===== config.mk =====
export PLATFORM = sky130hd
export DESIGN_NAME = cscan_disk_scheduler
export DESIGN_NICKNAME = d
export VERILOG_FILES = /design/src/hw/rtl/cscan_pkg.sv /design/src/hw/rtl/cscan_ctrl.sv /design/src/hw/rtl/cscan_dp.sv /design/src/hw/rtl/cscan_disk_scheduler.sv
export SDC_FILE = /design/constraint.sdc
export NUM_CORES = 1
export LEC_CHECK = 0
export ABC_AREA = 1
export ABC_CLOCK_PERIOD_IN_PS = 8850
export BUFFER_PORTS_ARGS = -buffer_cell sky130_fd_sc_hd__buf_2
export CORE_MARGIN = 2
export CORE_UTILIZATION = 25
export DETAILED_ROUTE_END_ITERATION = 12
export GPL_ROUTABILITY_DRIVEN = 0
export MAX_ROUTING_LAYER = met4
export PLACE_DENSITY_LB_ADDON = 0.08
export SYNTH_ARGS = -nofsm -noshare
export SYNTH_HDL_FRONTEND = slang
export SYNTH_SLANG_ARGS = --single-unit

===== constraint.sdc =====
create_clock -name aclk -period 8.85 [get_ports aclk]
set_input_delay 1.3275 -clock aclk [delete_from_list [all_inputs] [get_ports aclk]]
set_output_delay 1.3275 -clock aclk [all_outputs]
set_load 0.05 [all_outputs]

===== src/hw/rtl/cscan_pkg.sv =====
package cscan_pkg;

    localparam int MAX_REQUESTS = 32;
    localparam int CNT_W        = $clog2(MAX_REQUESTS + 1);
    localparam int IDX_W        = (MAX_REQUESTS > 1) ? $clog2(MAX_REQUESTS) : 1;

    localparam int CYL_W  = 16;
    localparam int SEEK_W = 18;
    localparam int SIZE_W = 17;

    localparam int APB_AW = 3;
    localparam int APB_DW = 32;

    localparam logic [SIZE_W-1:0] DISK_SIZE_RST = 17'h10000;
    localparam logic [SIZE_W-1:0] DISK_SIZE_MIN = 17'h00002;
    localparam logic [SIZE_W-1:0] DISK_SIZE_MAX = 17'h10000;

    localparam logic REQ_ADD = 1'b0;
    localparam logic REQ_RUN = 1'b1;

    localparam logic [APB_AW-3:0] REG_DISK_SIZE = '0;

    typedef struct packed {
        logic add;
        logic run_start;
        logic scan_start;
        logic emit;
        logic ret;
        logic finish;
        logic dn;
    } cscan_cmd_t;

    typedef struct packed {
        logic scan_done;
        logic out_free;
        logic up_pick_end;
        logic have_cand;
        logic dn_last;
    } cscan_sts_t;

endpackage


===== src/hw/rtl/cscan_ctrl.sv =====
module cscan_ctrl (
    input  logic                  aclk,
    input  logic                  aresetn,
    input  logic                  s_valid,
    input  logic                  s_req_type,
    output logic                  s_ready,
    input  cscan_pkg::cscan_sts_t sts,
    output cscan_pkg::cscan_cmd_t cmd
);
    import cscan_pkg::*;

    typedef enum logic [2:0] {
        ST_IDLE = 3'b001,
        ST_UP   = 3'b010,
        ST_DN   = 3'b100
    } state_t;

    state_t state_reg;
    state_t state_next;

    assign s_ready = (state_reg == ST_IDLE);

    always_comb begin
        state_next     = state_reg;
        cmd            = '0;
        cmd.dn         = (state_reg == ST_DN);
        unique case (state_reg)
            ST_IDLE: begin
                if (s_valid) begin
                    if (s_req_type == REQ_RUN) begin
                        cmd.run_start  = 1'b1;
                        cmd.scan_start = 1'b1;
                        state_next     = ST_UP;
                    end else begin
                        cmd.add = 1'b1;
                    end
                end
            end
            ST_UP: begin
                if (sts.scan_done && sts.out_free) begin
                    cmd.scan_start = 1'b1;
                    if (sts.up_pick_end || sts.have_cand) begin
                        cmd.emit = 1'b1;
                    end else begin
                        cmd.ret    = 1'b1;
                        state_next = ST_DN;
                    end
                end
            end
            ST_DN: begin
                if (sts.scan_done && sts.out_free) begin
                    cmd.emit = 1'b1;
                    if (sts.dn_last) begin
                        cmd.finish = 1'b1;
                        state_next = ST_IDLE;
                    end else begin
                        cmd.scan_start = 1'b1;
                    end
                end
            end
            default: begin
                state_next = ST_IDLE;
            end
        endcase
    end

    always_ff @(posedge aclk) begin
        if (!aresetn) begin
            state_reg <= ST_IDLE;
        end else begin
            state_reg <= state_next;
        end
    end

endmodule


===== src/hw/rtl/cscan_dp.sv =====
module cscan_dp (
    input  logic                            aclk,
    input  logic                            aresetn,
    input  logic [cscan_pkg::CYL_W-1:0]     s_cylinder,
    input  logic [cscan_pkg::SIZE_W-1:0]    disk_size,
    input  cscan_pkg::cscan_cmd_t           cmd,
    output cscan_pkg::cscan_sts_t           sts,
    input  logic                            m_ready,
    output logic                            m_valid,
    output logic [cscan_pkg::CYL_W-1:0]     m_cylinder_res,
    output logic [cscan_pkg::SEEK_W-1:0]    m_total_seek,
    output logic                            m_last
);
    import cscan_pkg::*;

    logic [CYL_W-1:0]        mem [MAX_REQUESTS];

    logic [CNT_W-1:0]        count_reg, count_next;
    logic [MAX_REQUESTS-1:0] used_reg, used_next;
    logic                    end_done_reg, end_done_next;
    logic                    zero_done_reg, zero_done_next;
    logic                    issuing_reg, issuing_next;
    logic [IDX_W-1:0]        issue_idx_reg, issue_idx_next;
    logic                    rd_vld_reg, rd_vld_next;
    logic [IDX_W-1:0]        rd_idx_reg, rd_idx_next;
    logic [CYL_W-1:0]        rd_data_reg;
    logic [CNT_W-1:0]        cand_cnt_reg, cand_cnt_next;
    logic [CYL_W-1:0]        best_reg, best_next;
    logic [IDX_W-1:0]        best_idx_reg, best_idx_next;
    logic [CYL_W-1:0]        head_reg, head_next;
    logic [CYL_W-1:0]        pos_reg, pos_next;
    logic [SEEK_W-1:0]       seek_reg, seek_next;
    logic                    m_valid_reg, m_valid_next;
    logic [CYL_W-1:0]        m_cyl_reg, m_cyl_next;
    logic [SEEK_W-1:0]       m_seek_reg, m_seek_next;
    logic                    m_last_reg, m_last_next;

    logic [SIZE_W-1:0]       eff_size;
    logic [SIZE_W-1:0]       end_full;
    logic [CYL_W-1:0]        end_cyl;
    logic                    add_ok;
    logic                    have_cand;
    logic                    up_pick_end;
    logic                    dn_last;
    logic                    emit_req;
    logic [CYL_W-1:0]        emit_cyl;
    logic [CYL_W-1:0]        step_dist;
    logic [SEEK_W-1:0]       seek_sum;
    logic                    last_issue;
    logic                    cand;

    // saturate disk size on use
    always_comb begin
        if (disk_size < DISK_SIZE_MIN) begin
            eff_size = DISK_SIZE_MIN;
        end else if (disk_size > DISK_SIZE_MAX) begin
            eff_size = DISK_SIZE_MAX;
        end else begin
            eff_size = disk_size;
        end
    end

    assign end_full    = eff_size - SIZE_W'(1);
    assign end_cyl     = end_full[CYL_W-1:0];
    assign add_ok      = cmd.add && (count_reg < CNT_W'(MAX_REQUESTS))
                         && ({1'b0, s_cylinder} < eff_size);
    assign have_cand   = (cand_cnt_reg != '0);
    assign up_pick_end = !end_done_reg && (!have_cand || (end_cyl <= best_reg));
    assign dn_last     = zero_done_reg ? (cand_cnt_reg == CNT_W'(1)) : !have_cand;
    assign emit_req    = cmd.dn ? zero_done_reg : !up_pick_end;

    always_comb begin
        if (cmd.dn) begin
            emit_cyl = zero_done_reg ? best_reg : '0;
        end else begin
            emit_cyl = up_pick_end ? end_cyl : best_reg;
        end
    end

    assign step_dist = (emit_cyl > pos_reg) ? (emit_cyl - pos_reg)
                                            : (pos_reg - emit_cyl);
    assign seek_sum  = seek_reg + SEEK_W'(step_dist);

    assign last_issue = (CNT_W'(issue_idx_reg) == (count_reg - CNT_W'(1)));
    assign cand       = rd_vld_reg && !used_reg[rd_idx_reg]
                        && (cmd.dn ? (rd_data_reg < head_reg) : (rd_data_reg > head_reg));

    always_comb begin
        count_next     = count_reg;
        used_next      = used_reg;
        end_done_next  = end_done_reg;
        zero_done_next = zero_done_reg;
        issuing_next   = issuing_reg;
        issue_idx_next = issue_idx_reg;
        rd_vld_next    = issuing_reg;
        rd_idx_next    = issue_idx_reg;
        cand_cnt_next  = cand_cnt_reg;
        best_next      = best_reg;
        best_idx_next  = best_idx_reg;
        head_next      = head_reg;
        pos_next       = pos_reg;
        seek_next      = seek_reg;
        m_valid_next   = m_valid_reg;
        m_cyl_next     = m_cyl_reg;
        m_seek_next    = m_seek_reg;
        m_last_next    = m_last_reg;

        if (add_ok) begin
            count_next = count_reg + CNT_W'(1);
        end
        if (cmd.finish) begin
            count_next = '0;
        end

        if (cmd.run_start) begin
            used_next      = '0;
            end_done_next  = 1'b0;
            zero_done_next = 1'b0;
            head_next      = s_cylinder;
            pos_next       = s_cylinder;
            seek_next      = '0;
        end

        // one sweep over the store per served cylinder
        if (cmd.scan_start) begin
            issuing_next   = (count_reg != '0);
            issue_idx_next = '0;
            cand_cnt_next  = '0;
        end else begin
            if (issuing_reg) begin
                if (last_issue) begin
                    issuing_next = 1'b0;
                end else begin
                    issue_idx_next = issue_idx_reg + IDX_W'(1);
                end
            end
            if (cand) begin
                cand_cnt_next = cand_cnt_reg + CNT_W'(1);
                if (!have_cand || (rd_data_reg < best_reg)) begin
                    best_next     = rd_data_reg;
                    best_idx_next = rd_idx_reg;
                end
            end
        end

        if (cmd.emit) begin
            if (emit_req) begin
                used_next[best_idx_reg] = 1'b1;
            end
            if (!cmd.dn && up_pick_end) begin
                end_done_next = 1'b1;
            end
            if (cmd.dn && !zero_done_reg) begin
                zero_done_next = 1'b1;
            end
            pos_next     = emit_cyl;
            seek_next    = seek_sum;
            m_valid_next = 1'b1;
            m_cyl_next   = emit_cyl;
            m_last_next  = cmd.dn && dn_last;
            m_seek_next  = (cmd.dn && dn_last) ? seek_sum : '0;
        end else if (m_ready) begin
            m_valid_next = 1'b0;
        end

        // return jump to cylinder 0
        if (cmd.ret) begin
            pos_next  = '0;
            seek_next = seek_reg + SEEK_W'(end_cyl);
        end
    end

    always_ff @(posedge aclk) begin
        if (add_ok) begin
            mem[count_reg[IDX_W-1:0]] <= s_cylinder;
        end
        if (issuing_reg) begin
            rd_data_reg <= mem[issue_idx_reg];
        end
    end

    always_ff @(posedge aclk) begin
        if (!aresetn) begin
            count_reg     <= '0;
            used_reg      <= '0;
            end_done_reg  <= 1'b0;
            zero_done_reg <= 1'b0;
            issuing_reg   <= 1'b0;
            issue_idx_reg <= '0;
            rd_vld_reg    <= 1'b0;
            cand_cnt_reg  <= '0;
            m_valid_reg   <= 1'b0;
        end else begin
            count_reg     <= count_next;
            used_reg      <= used_next;
            end_done_reg  <= end_done_next;
            zero_done_reg <= zero_done_next;
            issuing_reg   <= issuing_next;
            issue_idx_reg <= issue_idx_next;
            rd_vld_reg    <= rd_vld_next;
            cand_cnt_reg  <= cand_cnt_next;
            m_valid_reg   <= m_valid_next;
        end
    end

    always_ff @(posedge aclk) begin
        rd_idx_reg   <= rd_idx_next;
        best_reg     <= best_next;
        best_idx_reg <= best_idx_next;
        head_reg     <= head_next;
        pos_reg      <= pos_next;
        seek_reg     <= seek_next;
        m_cyl_reg    <= m_cyl_next;
        m_seek_reg   <= m_seek_next;
        m_last_reg   <= m_last_next;
    end

    assign sts.scan_done   = !issuing_reg && !rd_vld_reg;
    assign sts.out_free    = !m_valid_reg || m_ready;
    assign sts.up_pick_end = up_pick_end;
    assign sts.have_cand   = have_cand;
    assign sts.dn_last     = dn_last;

    assign m_valid        = m_valid_reg;
    assign m_cylinder_res = m_cyl_reg;
    assign m_total_seek   = m_seek_reg;
    assign m_last         = m_last_reg;

endmodule


===== src/hw/rtl/cscan_disk_scheduler.sv =====
// C-SCAN disk request scheduler. Send words with s_req_type 0 to load request
// cylinders (up to 32 are kept; adds to a full store and cylinders at or above
// disk_size, clamped to 2..65536, are dropped), then a word with s_req_type 1
// carrying the head cylinder. The block returns the requests above the head in
// ascending order, the end cylinder disk_size-1, cylinder 0, then the requests
// below the head in ascending order; m_last marks the final word, which also
// carries the total seek, and the store is empty afterwards. A new word is
// accepted every cycle while idle. During a run every served cylinder costs
// one sweep through the single read port of the request memory to find the
// next smallest entry. disk_size sits at APB byte address 0.
module cscan_disk_scheduler (
    input  logic                          aclk,
    input  logic                          aresetn,
    input  logic                          s_valid,
    output logic                          s_ready,
    input  logic                          s_req_type,
    input  logic [cscan_pkg::CYL_W-1:0]   s_cylinder,
    output logic                          m_valid,
    input  logic                          m_ready,
    output logic [cscan_pkg::CYL_W-1:0]   m_cylinder_res,
    output logic [cscan_pkg::SEEK_W-1:0]  m_total_seek,
    output logic                          m_last,
    input  logic                          psel,
    input  logic                          penable,
    input  logic                          pwrite,
    input  logic [cscan_pkg::APB_AW-1:0]  paddr,
    input  logic [cscan_pkg::APB_DW-1:0]  pwdata,
    output logic [cscan_pkg::APB_DW-1:0]  prdata,
    output logic                          pready
);
    import cscan_pkg::*;

    logic [SIZE_W-1:0] disk_size_reg, disk_size_next;
    logic              reg_sel;
    cscan_cmd_t        cmd;
    cscan_sts_t        sts;

    assign pready  = 1'b1;
    assign reg_sel = (paddr[APB_AW-1:2] == REG_DISK_SIZE);

    always_comb begin
        disk_size_next = disk_size_reg;
        if (psel && penable && pwrite && pready && reg_sel) begin
            disk_size_next = pwdata[SIZE_W-1:0];
        end
    end

    always_ff @(posedge aclk) begin
        if (!aresetn) begin
            disk_size_reg <= DISK_SIZE_RST;
        end else begin
            disk_size_reg <= disk_size_next;
        end
    end

    assign prdata = reg_sel ? {{(APB_DW - SIZE_W){1'b0}}, disk_size_reg} : '0;

    cscan_ctrl u_ctrl (
        .aclk       (aclk),
        .aresetn    (aresetn),
        .s_valid    (s_valid),
        .s_req_type (s_req_type),
        .s_ready    (s_ready),
        .sts        (sts),
        .cmd        (cmd)
    );

    cscan_dp u_dp (
        .aclk           (aclk),
        .aresetn        (aresetn),
        .s_cylinder     (s_cylinder),
        .disk_size      (disk_size_reg),
        .cmd            (cmd),
        .sts            (sts),
        .m_ready        (m_ready),
        .m_valid        (m_valid),
        .m_cylinder_res (m_cylinder_res),
        .m_total_seek   (m_total_seek),
        .m_last         (m_last)
    );

endmodule


After elaboration in Yosys (flattened, before gate mapping). Memories as Yosys holds them, arrays and structs flattened. A register that Yosys moved wholly into a read port is not among the register bits. Index checks and enable logic that the tools add are counted.

Register bits after elaboration: 185. RAM bits: 512. Bits of input ports: 59. Output and inout bits: 70. Logic and storage cells: 152. Memories: 1.

Memory list: u_dp.mem (depth 32, width 16, read ports 1, clocked after Yosys merged registers in 1, wr ports 1, line cscan_dp.sv:16) `logic [CYL_W-1:0] mem [MAX_REQUESTS];`.

Add/sub/neg operators: 9. Order comparisons: 12. Eq/ne operators: 11. Muxes and demuxes: 57. Bitwise logic cells: 5. Reduce and logical (&&, ||, !) cells: 37.

Operators with widths (count): $mux W16 (6); $mux W32 (3); $mux W18 (3); $mux W17 (3); $add A18 B16 Y18 (2); $gt A16 B16 Y1 (2); $lt A16 B16 Y1 (2); $or A32 B32 Y32 (1); $sub A16 B16 Y16 (2); $mux W1 (26); $mux W3 (8); $gt A17 B17 Y1 const B (1); $lt A16 B17 Y1 (1); $lt A17 B2 Y1 const B (1); $le A16 B16 Y1 (1); $sub A16 B1 Y16 const B (1); $logic_and A1 B1 Y1 (14); $add A6 B1 Y6 const B (2); $lt A5 B6 Y1 const B (2); $reduce_bool A6 Y1 (2); $logic_not A1 Y1 (9); $pmux W3 S3 (1); $ne A2 B2 Y1 const B (4); $eq A5 B6 Y1 (1); other kinds (22) (33).

Depth between registers and ports, before layout. Gate-level depths: netlist (run 1).

Depth after elaboration: 14. Mapped depth: 55. Depth with buffers taken out: 53.

Modules after synthesis. From an unflattened synthesis (run 1), not the netlist that was laid out.

Cells, all modules: 3339. Area total of the unflattened synthesis: 34088.9 um2.

By module, submodules not included: cscan_dp (times used 1, cells each 3125, area each 32730.1 um2, sequential area each 20059.2 um2); cscan_disk_scheduler (times used 1, cells each 166, area each 1092.3 um2, sequential area each 340.3 um2); cscan_ctrl (times used 1, cells each 48, area each 266.5 um2, sequential area each 60.1 um2).

Worst setup path before layout (run 1). Ideal clock, no wire load.

Path type: reg-to-reg. From: reg disk_size_reg[5]. To: reg u_dp.seek_reg[12] (data pin). Library setup time: 0.254 ns. Arrival time: 5.827 ns. Data required time: 8.596 ns. Path slack: 2.769 ns. Stages on the path, launching flop included: 50. Path buffers: 3. Period minus slack after synthesis: 6.081 ns. Path through: dfxtp_1 -> nor2_1 -> nand2_1 -> nor2_2 -> nand2_2 -> nand2_4 -> buf_12 -> a21oi_2 -> ha_1 -> nand2_2 -> nor2_2 -> nand3_1 -> and2_1 -> ha_1 -> nand2_1 -> nor2_1 -> nand3_1 -> o21a_1 -> [... 14 more ...] -> nand2_2 -> inv_2 -> buf_4 -> o21ai_1 -> fa_1 -> nand2_1 -> nand2_1 -> o21ai_0 -> o21ai_1 -> nand2_1 -> nand2_1 -> nand3_1 -> nand2_1 -> nand2_1 -> nand2_1 -> nand2_1 -> nand3_1 -> nand2_1.

Word-level cells in the longest chain between the ends: 14. Elaborated cells on any way between the ends: 24. Those cells by class: add/sub (5); order compare (4); mux (12); reduce/logical (3).

RTL lines: start, declared (line cscan_disk_scheduler.sv:33) `logic [SIZE_W-1:0] disk_size_reg, disk_size_next;`; start signal, assigned (line cscan_disk_scheduler.sv:52) `disk_size_reg <= disk_size_next;`; $gt A17 B17 Y1 (line cscan_dp.sv:56) `end else if (disk_size > DISK_SIZE_MAX) begin`; $mux W17 (line cscan_dp.sv:56); $mux W17 * (line cscan_dp.sv:54) `if (disk_size < DISK_SIZE_MIN) begin`; $sub A16 B1 Y16 * (line cscan_dp.sv:63) `assign end_full = eff_size - SIZE_W'(1);`; $le A16 B16 Y1 (line cscan_dp.sv:68) `assign up_pick_end = !end_done_reg && (!have_cand || (end_cyl <= best_reg));`; $logic_or A1 B1 Y1 (line cscan_dp.sv:68); $logic_and A1 B1 Y1 (line cscan_dp.sv:68); $mux W16 * (line cscan_dp.sv:76) `emit_cyl = up_pick_end ? end_cyl : best_reg;`; $mux W16 * (line cscan_dp.sv:73) `if (cmd.dn) begin`; named net u_dp.emit_cyl[7] (line cscan_dp.sv:46) `logic [CYL_W-1:0] emit_cyl;`; $sub A16 B16 Y16 (tied with other cells) (line cscan_dp.sv:81) `: (pos_reg - emit_cyl);`; $mux W16 * (line cscan_dp.sv:80) `assign step_dist = (emit_cyl > pos_reg) ? (emit_cyl - pos_reg)`; $add A18 B16 Y18 * (line cscan_dp.sv:82) `assign seek_sum = seek_reg + SEEK_W'(step_dist);`; $mux W18 * (line cscan_dp.sv:146) `if (cmd.emit) begin`; $mux W18 * (line cscan_dp.sv:167) `if (cmd.ret) begin`; named net u_dp.seek_next[12] (line cscan_dp.sv:32) `logic [SEEK_W-1:0] seek_reg, seek_next;`; end signal, assigned (line cscan_dp.sv:212) `seek_reg <= seek_next;`; end, declared (line cscan_dp.sv:32).

The timed path passes the listed nets; every way through them passes the cells marked *. A chain may end at the register's enable or synchronous reset.

Worst setup path after layout (run 1).
From: reg disk_size_reg[9]. To: reg u_dp.seek_reg[15] (data pin).

The elaborated chain is that of the path after synthesis.

==> summary.txt, run 1 <==
Timing
  – Fin Clk Skew: 42.3 ps
  – Final worst setup slack: 1040 ps
  – Worst slew pin tran: 1030 ps
  – Final Slew Violations: 0
  – Minimum clock period after layout: 7810 ps
  – Achievable Freq: 128 MHz
  – Max-slew headroom: 30.9%
  – RSZ-0062 raised after global routing: false
  – Total Neg Setup Slack: 0 ps
  – Ratio of final minimum period to clock period: 88.3%
  – Setup-failing EPs final: 0
  – Final Hold Viols: 0

Power
  – Pleak: 14.4 nW
  – Sequential share of power: 39.5%
  – Peak VDD IR: 0.143 mV
  – Clock power frac: 36.9%
  – Switching share of power: 32.8%
  – Total power: 9.52 mW
  – P_int: 6.40 mW
  – Power per cell area: 239 nW/um^2
  – Comb power frac: 23.6%
  – Psw: 3.12 mW

Worst setup path
  – Startpoint types: flip-flop
  – Reg2Reg Depth: 42
  – CP bufs+invs: 3
  – FF-to-FF End: u_dp.seek_reg[15]
  – Reg2reg setup slack: 1040 ps
  – Slowest-stage cell, CP: o21ai_0
  – CP Data Required Time: 9270 ps
  – CP endpoint kind: flip-flop
  – WS Path Type: flip-flop to flip-flop
  – Cell mode on critical path: nand2_1
  – CP peak stage delay: 500 ps
  – Cell family with most CP delay: simple AND/OR/NAND/NOR gates
  – R2R Path Start: disk_size_reg[9]
  – Critical Path Fanout Max: 23
  – Crit path DAT: 8230 ps

Synthesis
  – Sequential area share after synthesis: 59.6%
  – Primary FF master, synth: edfxtp_1
  – Distinct cell type count after synthesis: 60
  – Post-synthesis cell area: 34300 sq um
  – Syn avg cell area: 10.2 sq um
  – Post-Syn Instances: 3349
  – Synthesis warning total: 0
  – Async SR Flop Fraction: 0%
  – EDFF count, synth: 618
  – Register bit count reported by yosys: 713

Worst hold path
  – Min-Delay Path Class: flip-flop to flip-flop
  – WHS Path Cells: 2
  – WHS Endpoint: u_dp.used_reg[2]
  – HP Start: u_dp.used_reg[2]

Cells and area
  – Most frequent cells in the layout: edfxtp_1, nor2_1, nand2_1
  – Fin nets: 3662
  – Share of cells above drive strength 1: 11.4%
  – Commonest non-fill, non-tap cell in the layout: edfxtp_1
  – Synth-to-Final Area Change: 15.8%
  – Largest register FFs: 512

CTS
  – Clk sinks: 713
  – Post-cts sizing count: 0
  – CTS H-Tree Depth: 3
  – CTS Buf Count: 90
  – CTS tree: done
  – Hold Buf Count CTS: 0
  – Setup Fix Bufs, Post-CTS: 0
  – Max clock buf depth: 3
  – Clock Latency Late Sink: 700 ps
  – Clock transition at path regs: 60 ps
  – Root buffer cell: clkbuf_16

Global routing
  – Largest net degree at the start of global routing: 100
  – Global-route wire length before repair: 170 mm
  – Initial antenna violation count: 6
  – Overflow after GRT: 0
  – Number of global-route vias before repair: 24.4k
  – GR Util All Layers: 16.9%

Placed design
  – Post-Place Setup Slack: 903 ps
  – Dpl hpwl: 76.4 mm
  – IO buf count: 95

Die
  – Rows: 135
  – # IOs: 129
  – Die X: 375 microns
  – Initial Util: 25.3%
  – Core ar.: 136000 sq um
  – Die Y: 375 microns
  – Die area: 140000 sq um

Detailed routing
  – Via/cell ratio: 4.60
  – Number of remaining DRC errors: 0
  – DR vias: 24.5k
  – Initial DRC Count: 1559
  – First-pass detailed-route iteration total: 6
  – Routed Wire Length: 117 mm
  – DR WL/cell: 22.1 microns
  – Antenna-violating nets left: 0

Outcome
  – Outcome: complete, no violations

Run
  – Number of max-cap violations: 0
==> logic make-up (layout without fill, tap and decap cells) <==
| group | after synthesis | in the layout | synth area share (%) |
|---|---|---|---|
| AOI/OAI and AO/OA | 785 | 785 | 12.9 |
| other | 2 | 20 | 0.0219 |
| DFF | 713 | 713 | 59.6 |
| adders and majority gates | 139 | 139 | 5.15 |
| buffers and inverters | 448 | 617 | 5.44 |
| and+or+nand+nor | 1198 | 1198 | 15.1 |
| xor gates and xnor gates | 64 | 64 | 1.76 |
==> layer usage <==
layer	GRT usage [%]	vias up	part of all wire, %
li1	-	12000	-
met1	21.4	12000	46
met2	28.3	339	49
met3	2.23	146	2.8
met4	4.80	0	2.8
met5	-	-	0
==> layout make-up <==
cell class	count	area, sq um
fillers	14400	96100
flip-flops and latches	713	20500
multi-input cells	2202	12100
clock buffers	116	2370
well taps	1781	2230
repair buffers	180	1110
inverters	277	1060
clock inverters	44	397
diodes	4	10.0
==> power by group through the flow <==
stage / combinational, mW / sequential, mW / clock [mW]
6_report: 2.25 / 3.76 / 3.52
5_1_grt: 2.53 / 3.76 / 3.74
4_1_cts: 2.29 / 3.76 / 3.63
3_5_place_dp: 2.28 / 3.83 / 0
3_3_place_gp: 2.30 / 3.83 / 0
2_1_floorplan: 1.52 / 3.81 / 0
==> cell usage after synthesis, types with 2 or more instances <==
cell	instances	share of area, %
o31ai_1	2	0.044
inv_2	16	0.17
xor2_1	43	1.1
and2_1	8	0.15
nor3_1	16	0.23
conb_1	2	0.022
o211ai_1	31	0.68
nand2_4	5	0.16
inv_1	257	2.8
o21ai_0	372	5.4
nor4_1	8	0.15
o221ai_1	45	1.1
o22ai_1	93	1.7
o21bai_1	5	0.11
o2111ai_1	3	0.077
clkinv_1	2	0.022
nor2_2	11	0.20
nand3_1	127	1.9
o21a_1	8	0.17
nand2_2	19	0.35
o41ai_1	2	0.051
xor2_2	4	0.19
ha_1	135	4.9
nor3_2	8	0.23
a21o_1	7	0.15
a21oi_1	162	2.4
buf_6	4	0.13
fa_1	4	0.23
edfxtp_1	618	54
xnor2_1	16	0.41
nand4_1	69	1.3
a21boi_0	2	0.044
nand3_2	6	0.17
o21ai_2	6	0.15
buf_2	39	0.57
clkbuf_1	98	1.1
dfxtp_1	95	5.5
nor2_4	7	0.23
buf_1	7	0.077
nand3_4	2	0.10
o21ai_1	35	0.51
nand2_1	445	4.9
nor2_1	462	5.1
a31oi_1	6	0.11
buf_4	22	0.48
==> worst max-delay path by stage <==
stage	startpoint	end	slack, ps	cells past startpoint
2_1_floorplan	disk_size_reg[5]	u_dp.seek_reg[12]	2770	49
3_3_place_gp	disk_size_reg[16]	u_dp.seek_reg[11]	890	41
3_5_place_dp	disk_size_reg[16]	u_dp.seek_reg[11]	900	41
4_1_cts	disk_size_reg[16]	u_dp.seek_reg[11]	890	41
5_1_grt	disk_size_reg[16]	u_dp.seek_reg[11]	140	41
6_report	disk_size_reg[9]	u_dp.seek_reg[15]	1040	42
==> tightest hold or removal path, stage by stage (launching register included) <==
cell	delay, ps
dfxtp_1	300
nand2_1	60
a21oi_1	50
==> through the flow <==
step	instance area, sq um	std cells	util [%]	hold WS [ps]
after CTS	39700	5313	29.3	463
after floorplan	34400	3363	-	329
after detailed placement	37000	5153	27.2	453
final	39700	5317	29.3	461
after global placement	37000	5153	27.2	450
after global routing	39700	5314	29.3	478
Note: power is estimated with default switching activity, not from simulation.
==> inputs of run 2 (changes only) <==
--- a/config.mk
+++ b/config.mk
@@ -14,6 +14,7 @@
 export GPL_ROUTABILITY_DRIVEN = 0
 export MAX_ROUTING_LAYER = met4
 export PLACE_DENSITY_LB_ADDON = 0.08
+export RECOVER_POWER = 100
 export SYNTH_ARGS = -nofsm -noshare
 export SYNTH_HDL_FRONTEND = slang
 export SYNTH_SLANG_ARGS = --single-unit
==> run 2 against run 1 <==
Effect of this change:
- the flow now finishes with violations (capacitance limit, slew limit)
- worst hold slack is essentially flat
- sequential power about the same
- critical path depth unchanged
- utilization decreased by 0.30 points
- non-clock buffer count unchanged
- combinational power is essentially flat
- via count up 0.14%
- largest power group unchanged
==> summary.txt, run 2 (synthesis results as in run 1) <==
Outcome
  – Outcome: complete, but fails checks
  – Failing checks: capacitance limit, slew limit

CTS
  – Clk sinks: 713
  – Max clock buf depth: 3
  – Post-cts sizing count: 0
  – Clock Latency Late Sink: 700 ps
  – CTS tree: done
  – CTS H-Tree Depth: 3
  – Hold Buf Count CTS: 0
  – CTS Buf Count: 90
  – Root buffer cell: clkbuf_16
  – Setup Fix Bufs, Post-CTS: 0
  – Clock transition at path regs: 60 ps

Die
  – Die area: 140000 sq um
  – # IOs: 129
  – Rows: 135
  – Die Y: 375 microns
  – Die X: 375 microns
  – Core ar.: 136000 sq um
  – Initial Util: 25.3%

Worst setup path
  – Cell mode on critical path: nand2_1
  – CP Data Required Time: 9260 ps
  – WS Path Type: flip-flop to flip-flop
  – Slowest-stage cell, CP: nor4_1
  – CP endpoint kind: flip-flop
  – Crit path DAT: 8320 ps
  – Critical Path Fanout Max: 23
  – Startpoint types: flip-flop
  – CP peak stage delay: 440 ps

Global routing
  – Number of global-route vias before repair: 24.4k
  – Global-route wire length before repair: 170 mm
  – Overflow after GRT: 0
  – Initial antenna violation count: 6
  – Largest net degree at the start of global routing: 100
  – GR Util All Layers: 16.9%

Timing
  – Fin Clk Skew: 40.4 ps
  – Final worst setup slack: 939 ps
  – Max-slew headroom: -132%
  – RSZ-0062 raised after global routing: false
  – Final Slew Violations: 606
  – Ratio of final minimum period to clock period: 89.4%
  – Final Hold Viols: 0
  – Worst slew pin tran: 3470 ps
  – Minimum clock period after layout: 7910 ps
  – Achievable Freq: 126 MHz
  – Hold Slack: 461 ps
  – Setup-failing EPs final: 0
  – Total Neg Setup Slack: 0 ps

Power
  – Total power: 9.50 mW
  – Psw: 3.11 mW
  – Clock power frac: 37.0%
  – Pleak: 14.0 nW
  – Power per cell area: 242 nW/um^2
  – Comb power frac: 23.4%
  – Switching share of power: 32.8%
  – Sequential share of power: 39.6%
  – P_int: 6.39 mW
  – Peak VDD IR: 0.143 mV

Detailed routing
  – Number of remaining DRC errors: 0
  – Routed Wire Length: 117 mm
  – Antenna-violating nets left: 0
  – Via/cell ratio: 4.61
  – Initial DRC Count: 1637
  – First-pass detailed-route iteration total: 5
  – DR vias: 24.5k
  – DR WL/cell: 22.1 microns

Worst hold path
  – Min-Delay Path Class: flip-flop to flip-flop

Cells and area
  – Largest register FFs: 512
  – Fillers: 14.4k
  – Share of cells above drive strength 1: 7.22%
  – Fin nets: 3662
  – FF/Latch Area: 20500 sq um
  – Footprint of the multi-input gates: 12000 sq um
  – Synth-to-Final Area Change: 14.6%
  – Most frequent cells in the layout: edfxtp_1, nor2_1, nand2_1
  – Commonest non-fill, non-tap cell in the layout: edfxtp_1

Run
  – Number of max-cap violations: 18

Placed design
  – Dpl hpwl: 76.4 mm
  – Post-Place Setup Slack: 903 ps
  – IO buf count: 95
## run 2: worst paths after layout
path / from / end / slack (ps) / cells after the start
max: disk_size_reg[9] / u_dp.seek_reg[11] / 940 / 42
min: u_dp.used_reg[18] / u_dp.used_reg[18] / 460 / 2
max reg2reg: disk_size_reg[9] / u_dp.seek_reg[11] / 940 / 42
min reg2reg: u_dp.used_reg[18] / u_dp.used_reg[18] / 460 / 2
## run 2: through the flow
stage	instances	util, %	instance area (sq um)
after global placement	5153	27.2	37000
after detailed placement	5153	27.2	37000
after global routing	5316	29.0	39300
after floorplan	3363	-	34400
final	5319	29.0	39300
after CTS	5313	29.3	39700
## run 2: critical path: cells and delay by family (launching register included)
kind / cells / cell delay (ps)
and+or+nand+nor: 28 / 4010
AOI/OAI and AO/OA: 5 / 890
adders and majority gates: 4 / 1290
DFF: 1 / 420
buffers and inverters: 4 / 770
xor gates and xnor gates: 1 / 200
## run 2: final cells by class
type	instances	share of cell area [%]
diodes	6	0.0382
flip-flops and latches	713	52.0
multi-input cells	2202	30.5
clock inverters	44	1.01
repair buffers	180	2.05
well taps	1781	5.67
inverters	277	2.68
clock buffers	116	6.03
## run 2: power groups by stage
stage          Combinational (mW)  Sequential [mW]  Clock, mW
4_1_cts                      2.29             3.76       3.63
3_5_place_dp                 2.28             3.83          0
5_1_grt                      2.51             3.77       3.74
6_report                     2.23             3.76       3.51
3_3_place_gp                 2.30             3.83          0
2_1_floorplan                1.52             3.81          0
## run 2: layer usage
| metal | vias up | part of all wire (%) | global-route usage [%] |
|---|---|---|---|
| met5 | - | 0 | - |
| met4 | 0 | 3.1 | 4.80 |
| met3 | 153 | 2.8 | 2.23 |
| met2 | 312 | 49 | 28.3 |
| met1 | 12000 | 45 | 21.4 |
| li1 | 12000 | - | - |
